**src/rtl/sha1sh_pkg.sv**
```systemverilog
// SHA-1 stream hasher: shared types and constants.
// No dependencies; used by every module of the hasher except sha1sh_fifo.
package sha1sh_pkg;

	localparam int unsigned BLOCK_BYTES = 64;
	localparam int unsigned LEN_POS     = 56;
	localparam int unsigned ROUNDS      = 80;
	localparam int unsigned DIGEST_WORDS = 5;

	localparam logic [60:0] MAX_BYTES = 61'h1FFF_FFFF_FFFF_FFFF;
	localparam logic [7:0]  PAD_BYTE  = 8'h80;

	localparam logic [31:0] K0 = 32'h5A827999;
	localparam logic [31:0] K1 = 32'h6ED9EBA1;
	localparam logic [31:0] K2 = 32'h8F1BBCDC;
	localparam logic [31:0] K3 = 32'hCA62C1D6;

	localparam logic [4:0][31:0] SHA1_IV = {
		32'hC3D2E1F0, 32'h10325476, 32'h98BADCFE, 32'hEFCDAB89, 32'h67452301
	};

	typedef enum logic [1:0] {
		K_ABSORB = 2'd0,
		K_FINAL  = 2'd1,
		K_ERROR  = 2'd2
	} kind_t;

	typedef struct packed {
		kind_t      kind;
		logic [7:0] data;
	} item_t;

	typedef struct packed {
		logic [31:0] digest_word;
		logic [2:0]  word_index;
		logic        last_word;
		logic        length_error;
	} result_t;

	typedef struct packed {
		logic start;
		logic init;
	} cmp_ctrl_t;

endpackage

```
**src/rtl/sha1sh_fifo.sv**
```systemverilog
// Small synchronous FIFO with flop storage, used for the work queue and the result queue.
// No dependencies.
module sha1sh_fifo #(
	parameter int unsigned WIDTH = 8,
	parameter int unsigned DEPTH = 4
) (
	input  logic             clk,
	input  logic             arst_n,
	input  logic             wr_en,
	input  logic [WIDTH-1:0] wr_data,
	output logic             full,
	input  logic             rd_en,
	output logic [WIDTH-1:0] rd_data,
	output logic             empty
);

	localparam int unsigned AW = (DEPTH > 1) ? $clog2(DEPTH) : 1;
	localparam int unsigned CW = $clog2(DEPTH + 1);

	logic [WIDTH-1:0] mem_q [DEPTH];
	logic [AW-1:0]    wptr_q;
	logic [AW-1:0]    rptr_q;
	logic [CW-1:0]    count_q;
	logic             do_wr;
	logic             do_rd;

	assign full    = (count_q == CW'(DEPTH));
	assign empty   = (count_q == '0);
	assign do_wr   = wr_en && !full;
	assign do_rd   = rd_en && !empty;
	assign rd_data = mem_q[rptr_q];

	always_ff @(posedge clk or negedge arst_n) begin
		if (!arst_n) begin
			wptr_q  <= '0;
			rptr_q  <= '0;
			count_q <= '0;
		end else begin
			if (do_wr) begin
				wptr_q <= (wptr_q == AW'(DEPTH - 1)) ? '0 : wptr_q + AW'(1);
			end
			if (do_rd) begin
				rptr_q <= (rptr_q == AW'(DEPTH - 1)) ? '0 : rptr_q + AW'(1);
			end
			if (do_wr && !do_rd) begin
				count_q <= count_q + CW'(1);
			end else if (do_rd && !do_wr) begin
				count_q <= count_q - CW'(1);
			end
		end
	end

	always_ff @(posedge clk) begin
		if (do_wr) begin
			mem_q[wptr_q] <= wr_data;
		end
	end

endmodule

```
**src/rtl/sha1sh_front.sv**
```systemverilog
// Front end: takes input words, enforces the length limit and classifies them.
// Depends on sha1sh_pkg.
module sha1sh_front (
	input  logic                clk,
	input  logic                arst_n,
	input  logic                push,
	input  logic                q_full,
	input  logic                operation,
	input  logic [7:0]          data_byte,
	output logic                enq,
	output sha1sh_pkg::item_t   item
);

	logic [60:0] count_q;
	logic        flag_q;
	logic        accept;

	assign accept = push && !q_full;
	assign enq    = accept && (operation || (!flag_q && count_q != sha1sh_pkg::MAX_BYTES));

	always_comb begin
		item.data = data_byte;
		if (!operation) begin
			item.kind = sha1sh_pkg::K_ABSORB;
		end else if (flag_q) begin
			item.kind = sha1sh_pkg::K_ERROR;
		end else begin
			item.kind = sha1sh_pkg::K_FINAL;
		end
	end

	always_ff @(posedge clk or negedge arst_n) begin
		if (!arst_n) begin
			count_q <= '0;
			flag_q  <= 1'b0;
		end else if (accept) begin
			if (operation) begin
				count_q <= '0;
				flag_q  <= 1'b0;
			end else if (!flag_q) begin
				if (count_q == sha1sh_pkg::MAX_BYTES) begin
					flag_q <= 1'b1;
				end else begin
					count_q <= count_q + 61'd1;
				end
			end
		end
	end

endmodule

```
**src/rtl/sha1sh_compress.sv**
```systemverilog
// SHA-1 compression unit: one round per cycle over a 16-word schedule window, holds chain words.
// Depends on sha1sh_pkg.
module sha1sh_compress (
	input  logic                    clk,
	input  logic                    arst_n,
	input  sha1sh_pkg::cmp_ctrl_t   ctrl,
	input  logic [511:0]            blk,
	output logic                    busy,
	output logic [4:0][31:0]        chain
);

	localparam logic [6:0] LAST = 7'(sha1sh_pkg::ROUNDS);

	logic [4:0][31:0] chain_q;
	logic [31:0]      win_q [16];
	logic [31:0]      a_q, b_q, c_q, d_q, e_q;
	logic [6:0]       rnd_q;
	logic             busy_q;
	logic [31:0]      f;
	logic [31:0]      k;
	logic [31:0]      tmp;
	logic [31:0]      wx;
	logic [31:0]      w_new;
	logic             finish;

	assign busy   = busy_q;
	assign chain  = chain_q;
	assign finish = busy_q && (rnd_q == LAST);

	always_comb begin
		if (rnd_q < 7'd20) begin
			f = (b_q & c_q) | (~b_q & d_q);
			k = sha1sh_pkg::K0;
		end else if (rnd_q < 7'd40) begin
			f = b_q ^ c_q ^ d_q;
			k = sha1sh_pkg::K1;
		end else if (rnd_q < 7'd60) begin
			f = (b_q & c_q) | (b_q & d_q) | (c_q & d_q);
			k = sha1sh_pkg::K2;
		end else begin
			f = b_q ^ c_q ^ d_q;
			k = sha1sh_pkg::K3;
		end
		tmp   = {a_q[26:0], a_q[31:27]} + f + e_q + k + win_q[0];
		wx    = win_q[13] ^ win_q[8] ^ win_q[2] ^ win_q[0];
		w_new = {wx[30:0], wx[31]};
	end

	always_ff @(posedge clk or negedge arst_n) begin
		if (!arst_n) begin
			busy_q  <= 1'b0;
			rnd_q   <= '0;
			chain_q <= sha1sh_pkg::SHA1_IV;
		end else begin
			if (ctrl.start) begin
				busy_q <= 1'b1;
				rnd_q  <= '0;
			end else if (finish) begin
				busy_q <= 1'b0;
			end else if (busy_q) begin
				rnd_q <= rnd_q + 7'd1;
			end
			if (finish) begin
				chain_q[0] <= chain_q[0] + a_q;
				chain_q[1] <= chain_q[1] + b_q;
				chain_q[2] <= chain_q[2] + c_q;
				chain_q[3] <= chain_q[3] + d_q;
				chain_q[4] <= chain_q[4] + e_q;
			end else if (ctrl.init && !busy_q) begin
				chain_q <= sha1sh_pkg::SHA1_IV;
			end
		end
	end

	always_ff @(posedge clk) begin
		if (ctrl.start) begin
			for (int i = 0; i < 16; i++) begin
				win_q[i] <= blk[511 - 32*i -: 32];
			end
			a_q <= chain_q[0];
			b_q <= chain_q[1];
			c_q <= chain_q[2];
			d_q <= chain_q[3];
			e_q <= chain_q[4];
		end else if (busy_q && !finish) begin
			for (int i = 0; i < 15; i++) begin
				win_q[i] <= win_q[i+1];
			end
			win_q[15] <= w_new;
			a_q <= tmp;
			b_q <= a_q;
			c_q <= {b_q[1:0], b_q[31:2]};
			d_q <= c_q;
			e_q <= d_q;
		end
	end

endmodule

```
**src/rtl/sha1sh_back.sv**
```systemverilog
// Back end: packs bytes into the block buffer, runs padding, drives compression and digest or length-error output.
// Depends on sha1sh_pkg; controls sha1sh_compress.
module sha1sh_back (
	input  logic                    clk,
	input  logic                    arst_n,
	input  logic                    item_valid,
	input  sha1sh_pkg::item_t       item,
	output logic                    item_pop,
	output logic                    res_wr,
	output sha1sh_pkg::result_t     res,
	input  logic                    res_full,
	output sha1sh_pkg::cmp_ctrl_t   cmp_ctrl,
	input  logic                    cmp_busy,
	input  logic [4:0][31:0]        chain,
	output logic [511:0]            blk
);

	typedef enum logic [2:0] {
		S_RUN,
		S_P80,
		S_PZERO,
		S_PLEN,
		S_FINISH,
		S_OUT,
		S_ERR
	} state_t;

	localparam logic [6:0] FILL_FULL = 7'(sha1sh_pkg::BLOCK_BYTES);
	localparam logic [6:0] FILL_LEN  = 7'(sha1sh_pkg::LEN_POS);
	localparam logic [2:0] LAST_IDX  = 3'(sha1sh_pkg::DIGEST_WORDS - 1);

	state_t       state_q;
	logic [6:0]   fill_q;
	logic [60:0]  count_q;
	logic [2:0]   lcnt_q;
	logic [2:0]   idx_q;
	logic [511:0] blk_q;
	logic [63:0]  len_q;
	logic         start;
	logic         can_take;
	logic         take;
	logic [7:0]   tbyte;
	logic [6:0]   fill_base;

	assign blk       = blk_q;
	assign start     = (fill_q == FILL_FULL) && !cmp_busy && (state_q != S_ERR);
	assign can_take  = (fill_q != FILL_FULL) || start;
	assign fill_base = start ? 7'd0 : fill_q;

	always_comb begin
		take           = 1'b0;
		tbyte          = '0;
		item_pop       = 1'b0;
		res_wr         = 1'b0;
		res            = '0;
		cmp_ctrl.start = start;
		cmp_ctrl.init  = 1'b0;
		case (state_q)
			S_RUN: begin
				if (item_valid) begin
					if (item.kind == sha1sh_pkg::K_ABSORB) begin
						take     = can_take;
						tbyte    = item.data;
						item_pop = can_take;
					end else begin
						item_pop = 1'b1;
					end
				end
			end
			S_P80: begin
				take  = can_take;
				tbyte = sha1sh_pkg::PAD_BYTE;
			end
			S_PZERO: begin
				take = can_take && (fill_q != FILL_LEN);
			end
			S_PLEN: begin
				take  = can_take;
				tbyte = len_q[63:56];
			end
			S_OUT: begin
				if (!res_full) begin
					res_wr          = 1'b1;
					res.digest_word = chain[idx_q];
					res.word_index  = idx_q;
					res.last_word   = (idx_q == LAST_IDX);
					cmp_ctrl.init   = (idx_q == LAST_IDX);
				end
			end
			S_ERR: begin
				if (!res_full && !cmp_busy) begin
					res_wr           = 1'b1;
					res.last_word    = 1'b1;
					res.length_error = 1'b1;
					cmp_ctrl.init    = 1'b1;
				end
			end
			default: begin
			end
		endcase
	end

	always_ff @(posedge clk or negedge arst_n) begin
		if (!arst_n) begin
			state_q <= S_RUN;
			fill_q  <= '0;
			count_q <= '0;
			lcnt_q  <= '0;
			idx_q   <= '0;
		end else begin
			if (state_q == S_ERR && res_wr) begin
				fill_q <= '0;
			end else begin
				fill_q <= fill_base + {6'd0, take};
			end
			if (cmp_ctrl.init) begin
				count_q <= '0;
			end else if (state_q == S_RUN && take) begin
				count_q <= count_q + 61'd1;
			end
			case (state_q)
				S_RUN: begin
					if (item_valid && item.kind == sha1sh_pkg::K_FINAL) begin
						state_q <= S_P80;
					end else if (item_valid && item.kind == sha1sh_pkg::K_ERROR) begin
						state_q <= S_ERR;
					end
				end
				S_P80: begin
					if (take) begin
						state_q <= S_PZERO;
					end
				end
				S_PZERO: begin
					if (fill_q == FILL_LEN) begin
						state_q <= S_PLEN;
						lcnt_q  <= '0;
					end
				end
				S_PLEN: begin
					if (take) begin
						lcnt_q <= lcnt_q + 3'd1;
						if (lcnt_q == 3'd7) begin
							state_q <= S_FINISH;
						end
					end
				end
				S_FINISH: begin
					if (fill_q == '0 && !cmp_busy) begin
						state_q <= S_OUT;
						idx_q   <= '0;
					end
				end
				S_OUT: begin
					if (res_wr) begin
						idx_q <= idx_q + 3'd1;
						if (idx_q == LAST_IDX) begin
							state_q <= S_RUN;
						end
					end
				end
				S_ERR: begin
					if (res_wr) begin
						state_q <= S_RUN;
					end
				end
				default: begin
					state_q <= S_RUN;
				end
			endcase
		end
	end

	always_ff @(posedge clk) begin
		if (take) begin
			blk_q <= {blk_q[503:0], tbyte};
		end
		if (state_q == S_RUN && item_valid && item.kind == sha1sh_pkg::K_FINAL) begin
			len_q <= {count_q, 3'b000};
		end else if (state_q == S_PLEN && take) begin
			len_q <= {len_q[55:0], 8'h00};
		end
	end

endmodule

```
**src/rtl/sha1_stream_hasher_core.sv**
```systemverilog
// SHA-1 stream hasher top level: front end, work queue, back end, compression unit, result queue.
// Depends on sha1sh_pkg, sha1sh_fifo, sha1sh_front, sha1sh_back, sha1sh_compress.
//
// Message bytes are absorbed one per word (operation 0); a finalize word (operation 1) pads the
// message, appends the 64-bit bit length and queues five big-endian digest words, index 0 first,
// last_word set on word 4. If more than 2^61-1 bytes were sent, finalize yields one result with
// length_error set instead. Either way the hasher then starts a new message. A byte goes into a
// 512-bit shift buffer while the previous block is compressed at one round per cycle, with a
// chain update and an idle state before the next block can start. A finalize writes the padding
// and length bytes (9 to 72) into the buffer, runs up to two compressions, and queues the five
// digest words. The work queue (IN_DEPTH entries) and result queue (OUT_DEPTH entries) let each
// side stall independently.
module sha1_stream_hasher_core #(
	parameter int unsigned IN_DEPTH  = 4,
	parameter int unsigned OUT_DEPTH = 8
) (
	input  logic        clk,
	input  logic        arst_n,
	input  logic        push,
	output logic        full,
	input  logic        operation,
	input  logic [7:0]  data_byte,
	output logic        empty,
	input  logic        pop,
	output logic [31:0] digest_word,
	output logic [2:0]  word_index,
	output logic        last_word,
	output logic        length_error
);

	localparam int unsigned ITEM_W = $bits(sha1sh_pkg::item_t);
	localparam int unsigned RES_W  = $bits(sha1sh_pkg::result_t);

	sha1sh_pkg::item_t     fe_item;
	logic                  fe_enq;
	logic [ITEM_W-1:0]     q_rdata;
	logic                  q_empty;
	logic                  q_pop;
	sha1sh_pkg::result_t   be_res;
	logic                  be_wr;
	logic                  r_full;
	logic [RES_W-1:0]      r_rdata;
	sha1sh_pkg::result_t   out_res;
	sha1sh_pkg::cmp_ctrl_t cmp_ctrl;
	logic                  cmp_busy;
	logic [4:0][31:0]      chain;
	logic [511:0]          blk;

	sha1sh_front u_front (
		.clk       (clk),
		.arst_n    (arst_n),
		.push      (push),
		.q_full    (full),
		.operation (operation),
		.data_byte (data_byte),
		.enq       (fe_enq),
		.item      (fe_item)
	);

	sha1sh_fifo #(
		.WIDTH (ITEM_W),
		.DEPTH (IN_DEPTH)
	) u_work_q (
		.clk     (clk),
		.arst_n  (arst_n),
		.wr_en   (fe_enq),
		.wr_data (fe_item),
		.full    (full),
		.rd_en   (q_pop),
		.rd_data (q_rdata),
		.empty   (q_empty)
	);

	sha1sh_back u_back (
		.clk        (clk),
		.arst_n     (arst_n),
		.item_valid (!q_empty),
		.item       (sha1sh_pkg::item_t'(q_rdata)),
		.item_pop   (q_pop),
		.res_wr     (be_wr),
		.res        (be_res),
		.res_full   (r_full),
		.cmp_ctrl   (cmp_ctrl),
		.cmp_busy   (cmp_busy),
		.chain      (chain),
		.blk        (blk)
	);

	sha1sh_compress u_compress (
		.clk    (clk),
		.arst_n (arst_n),
		.ctrl   (cmp_ctrl),
		.blk    (blk),
		.busy   (cmp_busy),
		.chain  (chain)
	);

	sha1sh_fifo #(
		.WIDTH (RES_W),
		.DEPTH (OUT_DEPTH)
	) u_res_q (
		.clk     (clk),
		.arst_n  (arst_n),
		.wr_en   (be_wr),
		.wr_data (be_res),
		.full    (r_full),
		.rd_en   (pop),
		.rd_data (r_rdata),
		.empty   (empty)
	);

	assign out_res      = sha1sh_pkg::result_t'(r_rdata);
	assign digest_word  = out_res.digest_word;
	assign word_index   = out_res.word_index;
	assign last_word    = out_res.last_word;
	assign length_error = out_res.length_error;

endmodule

```
**config.mk**
```make
export PLATFORM = sky130hd
export DESIGN_NAME = sha1_stream_hasher_core
export DESIGN_NICKNAME = d
export VERILOG_FILES = /design/src/rtl/sha1sh_pkg.sv /design/src/rtl/sha1sh_fifo.sv /design/src/rtl/sha1sh_front.sv /design/src/rtl/sha1sh_compress.sv /design/src/rtl/sha1sh_back.sv /design/src/rtl/sha1_stream_hasher_core.sv
export SDC_FILE = /design/constraint.sdc
export NUM_CORES = 2
export LEC_CHECK = 0
export BUFFER_PORTS_ARGS = -buffer_cell sky130_fd_sc_hd__buf_2
export CORE_MARGIN = 2
export CORE_UTILIZATION = 37
export CTS_CLUSTER_DIAMETER = 40
export DETAILED_ROUTE_END_ITERATION = 12
export PLACE_DENSITY = 0.62
export SYNTH_ARGS = -nofsm -noshare
export SYNTH_HDL_FRONTEND = slang
export SYNTH_SLANG_ARGS = --single-unit
export TNS_END_PERCENT = 10
```
**constraint.sdc**
```tcl
create_clock -name clk -period 43.2 [get_ports clk]
set_input_delay 2.16 -clock clk [delete_from_list [all_inputs] [get_ports clk]]
set_output_delay 2.16 -clock clk [all_outputs]
set_load 0.005 [all_outputs]
```
==> run metrics <==
outcome=complete, no violations; worst vdd ir=0.0541 mV; routed vias=54,900; clock latency on the worst-skew pair=940 ps; synthesized area=87,500 um^2; count leader, synth=nand2_1; final count of hold timing violations=0; slowest cell delay on critical path=740 ps; compound-cell area share of the yosys netlist=6.34%; Layout Nets=7,670; CTS tree=done; vias per std cell=5.14; final core utilization=43.2%; top_reg_cell synth=edfxtp_1; Clock Skews=105 ps; Core Region=235,000 um^2; drt initial violations=4,679; main combinational cell family by area after synthesis=simple AND/OR/NAND/NOR gates; CTS clk-pin slew, worst paths=60 ps; Async S/R FF share, synth=17.0%; CTS Sinks=1,905; measured slew at the worst slew-check pin=1320 ps; Starting Density=37.2%; first-pass GRT wire length=327,000 um; Area Growth Syn to Fin=16.0%; R2R Setup Slk=35,500 ps; Required @ worst endpoint=43,820 ps; Seq cells post-synth=1,905; TritonCTS Buffers=305; Row Count=178; Post-Synth XOR/XNOR Area=3.71%; critical path's slowest cell=a41oi_1; HPWL Detailed=134,000 um; Crit path buffers/inverters=5; Synth Area in Simple Gates=13.5%; chip width=490 um; Worst Setup EP=u_compress.a_q[30]$_DFFE_PP_; Worst Setup Path Type=flop to flop; Avg WL per Cell=19.6 um; setup TNS=0 ps; Filler cells=21,400; CP max FO=35; r2r endpoint=u_compress.a_q[30]$_DFFE_PP_; GPL Wtd Cong=0.912; I/O Buffers=51; vias in the first global route=55,100; # IOs=52; Place WS=35,530 ps; CP Launch Type=flop; fin cells=10,700; Mapped Nets=7,523; cell family with most CP delay=compound AO/OA/AOI/OAI gates; syn_area_per_cell=12.3 um^2; initial antenna violation count=5; setup bufs post-CTS=0; Final Cycle Share=17.8%; Max Cap Violations=0; Slew HR=12.3%; DRC violations left=0; setup ws final=35,500 ps; Critical Path AT=8320 ps; Reg2Reg Launch Point=u_compress.rnd_q[3]$_DFFE_PN0P_; post-synthesis sequential area ratio=63.6%; dpl cells=10,100; share of cells above drive strength 1=12.7%; antenna-violating nets left=0; HP Class=flop to flop; Crit. path cell count=25; full die area=241,000 um^2; area leader, netlist=edfxtp_1; Synth warnings=0; fmax=0.130 GHz; Overall Power=5830 uW; grt ovf=0; Total GRT Usage=17.1%; hold buffers post-CTS=0; Synth area leaders=edfxtp_1 54%, nand2_1 8.9%, dfrtp_1 7.0%; Post-Synthesis Cells=7,141; Critical Path Sink Type=flop; Tmin final=7700 ps; final WL=209,000 um; Pwr Density=57.4 nW/um^2; H-tree levels=5; Leak=0.0389 uW; cts repair resizes=0; path depth of the worst reg2reg path=25; clock buffer depth=4; Synth top cells by count=2,083 x nand2_1, 1,581 x edfxtp_1, 377 x nor2_1, 258 x a21oi_1, 255 x clkbuf_1; Slew Limit Fails=0; largest net degree at the start of global routing=235; final setup vio count=0; share of the synthesized area in the top cell type=54.2%; Root Driver=clkbuf_16; Unique masters post-synth=91; RSZ-0062 raised after global routing=false; Pre-antenna DRT Iters=6; Post-synth EDFFs=1,581; Die H=490 um; crit path launch=u_compress.rnd_q[3]$_DFFE_PN0P_; mux contribution to synthesized area=4.32%; adder-cell share of the synthesized area=6.35%
-- report_power, final --
part           leakage, uW  switching [uW]  total, uW  internal [uW]
Combinational       0.0158             501        766            265
Sequential          0.0182             169       2630           2460
Clock              0.00489             891       2440           1540
-- metal layers --
metal / wire (um) / share of wire, % / global-route usage (%) / vias to the layer above
met5: 41 / 0.020 / 0 / -
met4: 6690 / 3.2 / 5.91 / 6
met2: 96900 / 46 / 26.7 / 1568
li1: - / - / - / 25500
met1: 93100 / 45 / 24.0 / 27400
met3: 12000 / 5.7 / 3.09 / 420
-- area by class of cell --
type / count / area [um^2] / share of cell area (%)
multi-input combinational: 4721 / 30100 / 29.6
clock inverter: 191 / 2230 / 2.20
timing repair buffer: 117 / 786 / 0.774
antenna: 1 / 2.50 / 0.00246
clock buffer: 346 / 7960 / 7.84
inverter: 238 / 893 / 0.879
tap: 3150 / 3940 / 3.88
sequential: 1905 / 55700 / 54.8
-- sequential cells by signal, indices dropped and copies added (netlist names), 4 cells and up --
name	cells
u_back.blk	512
u_compress.win_q	512
u_res_q.mem_q	296
u_compress.chain	160
u_back.count_q	61
u_back.len_q	61
u_front.count_q	61
u_work_q.mem_q	40
u_compress.a_q	32
u_compress.b_q	32
u_compress.c_q	32
u_compress.d_q	32
u_compress.e_q	32
u_back.fill_q	7
u_compress.rnd_q	7
u_res_q.count_q	4
-- cells in the final DEF (no fill, tap or decap), types with 195 or more instances in the layout --
cell type,n
nand2_1,2081
edfxtp_1,1581
nor2_1,373
clkbuf_16,308
a21oi_1,258
ha_1,243
dfrtp_1,239
inv_1,231
xnor2_1,212
o21ai_0,195
-- how the worst min path moves through the flow --
stage	startpoint	to	slack (ps)	cells past startpoint
floorplan	u_back.blk[92]$_DFFE_PP_	u_back.blk[100]$_DFFE_PP_	430	0
global route	u_back.blk[351]$_DFFE_PP_	u_back.blk[359]$_DFFE_PP_	390	0
CTS	u_back.blk[351]$_DFFE_PP_	u_back.blk[359]$_DFFE_PP_	390	0
detailed placement	u_back.blk[59]$_DFFE_PP_	u_back.blk[67]$_DFFE_PP_	430	0
global placement	u_back.blk[414]$_DFFE_PP_	u_back.blk[422]$_DFFE_PP_	430	0
finish	u_back.blk[351]$_DFFE_PP_	u_back.blk[359]$_DFFE_PP_	390	0
-- logic make-up after synthesis --
| logic type | count (synthesis) |
|---|---|
| simple gates | 2875 |
| flops | 1905 |
| compound gates | 885 |
| buf+inv | 515 |
| xor+xnor | 371 |
| fa+ha+maj | 369 |
| mux | 221 |
-- stage by stage --
step	hold WS, ps	instance area (um^2)
floorplan	426	87500
global placement	429	91400
detailed placement	432	91400
CTS	389	102000
global route	388	102000
finish	386	102000
Note: power is estimated with default switching activity, not from simulation.
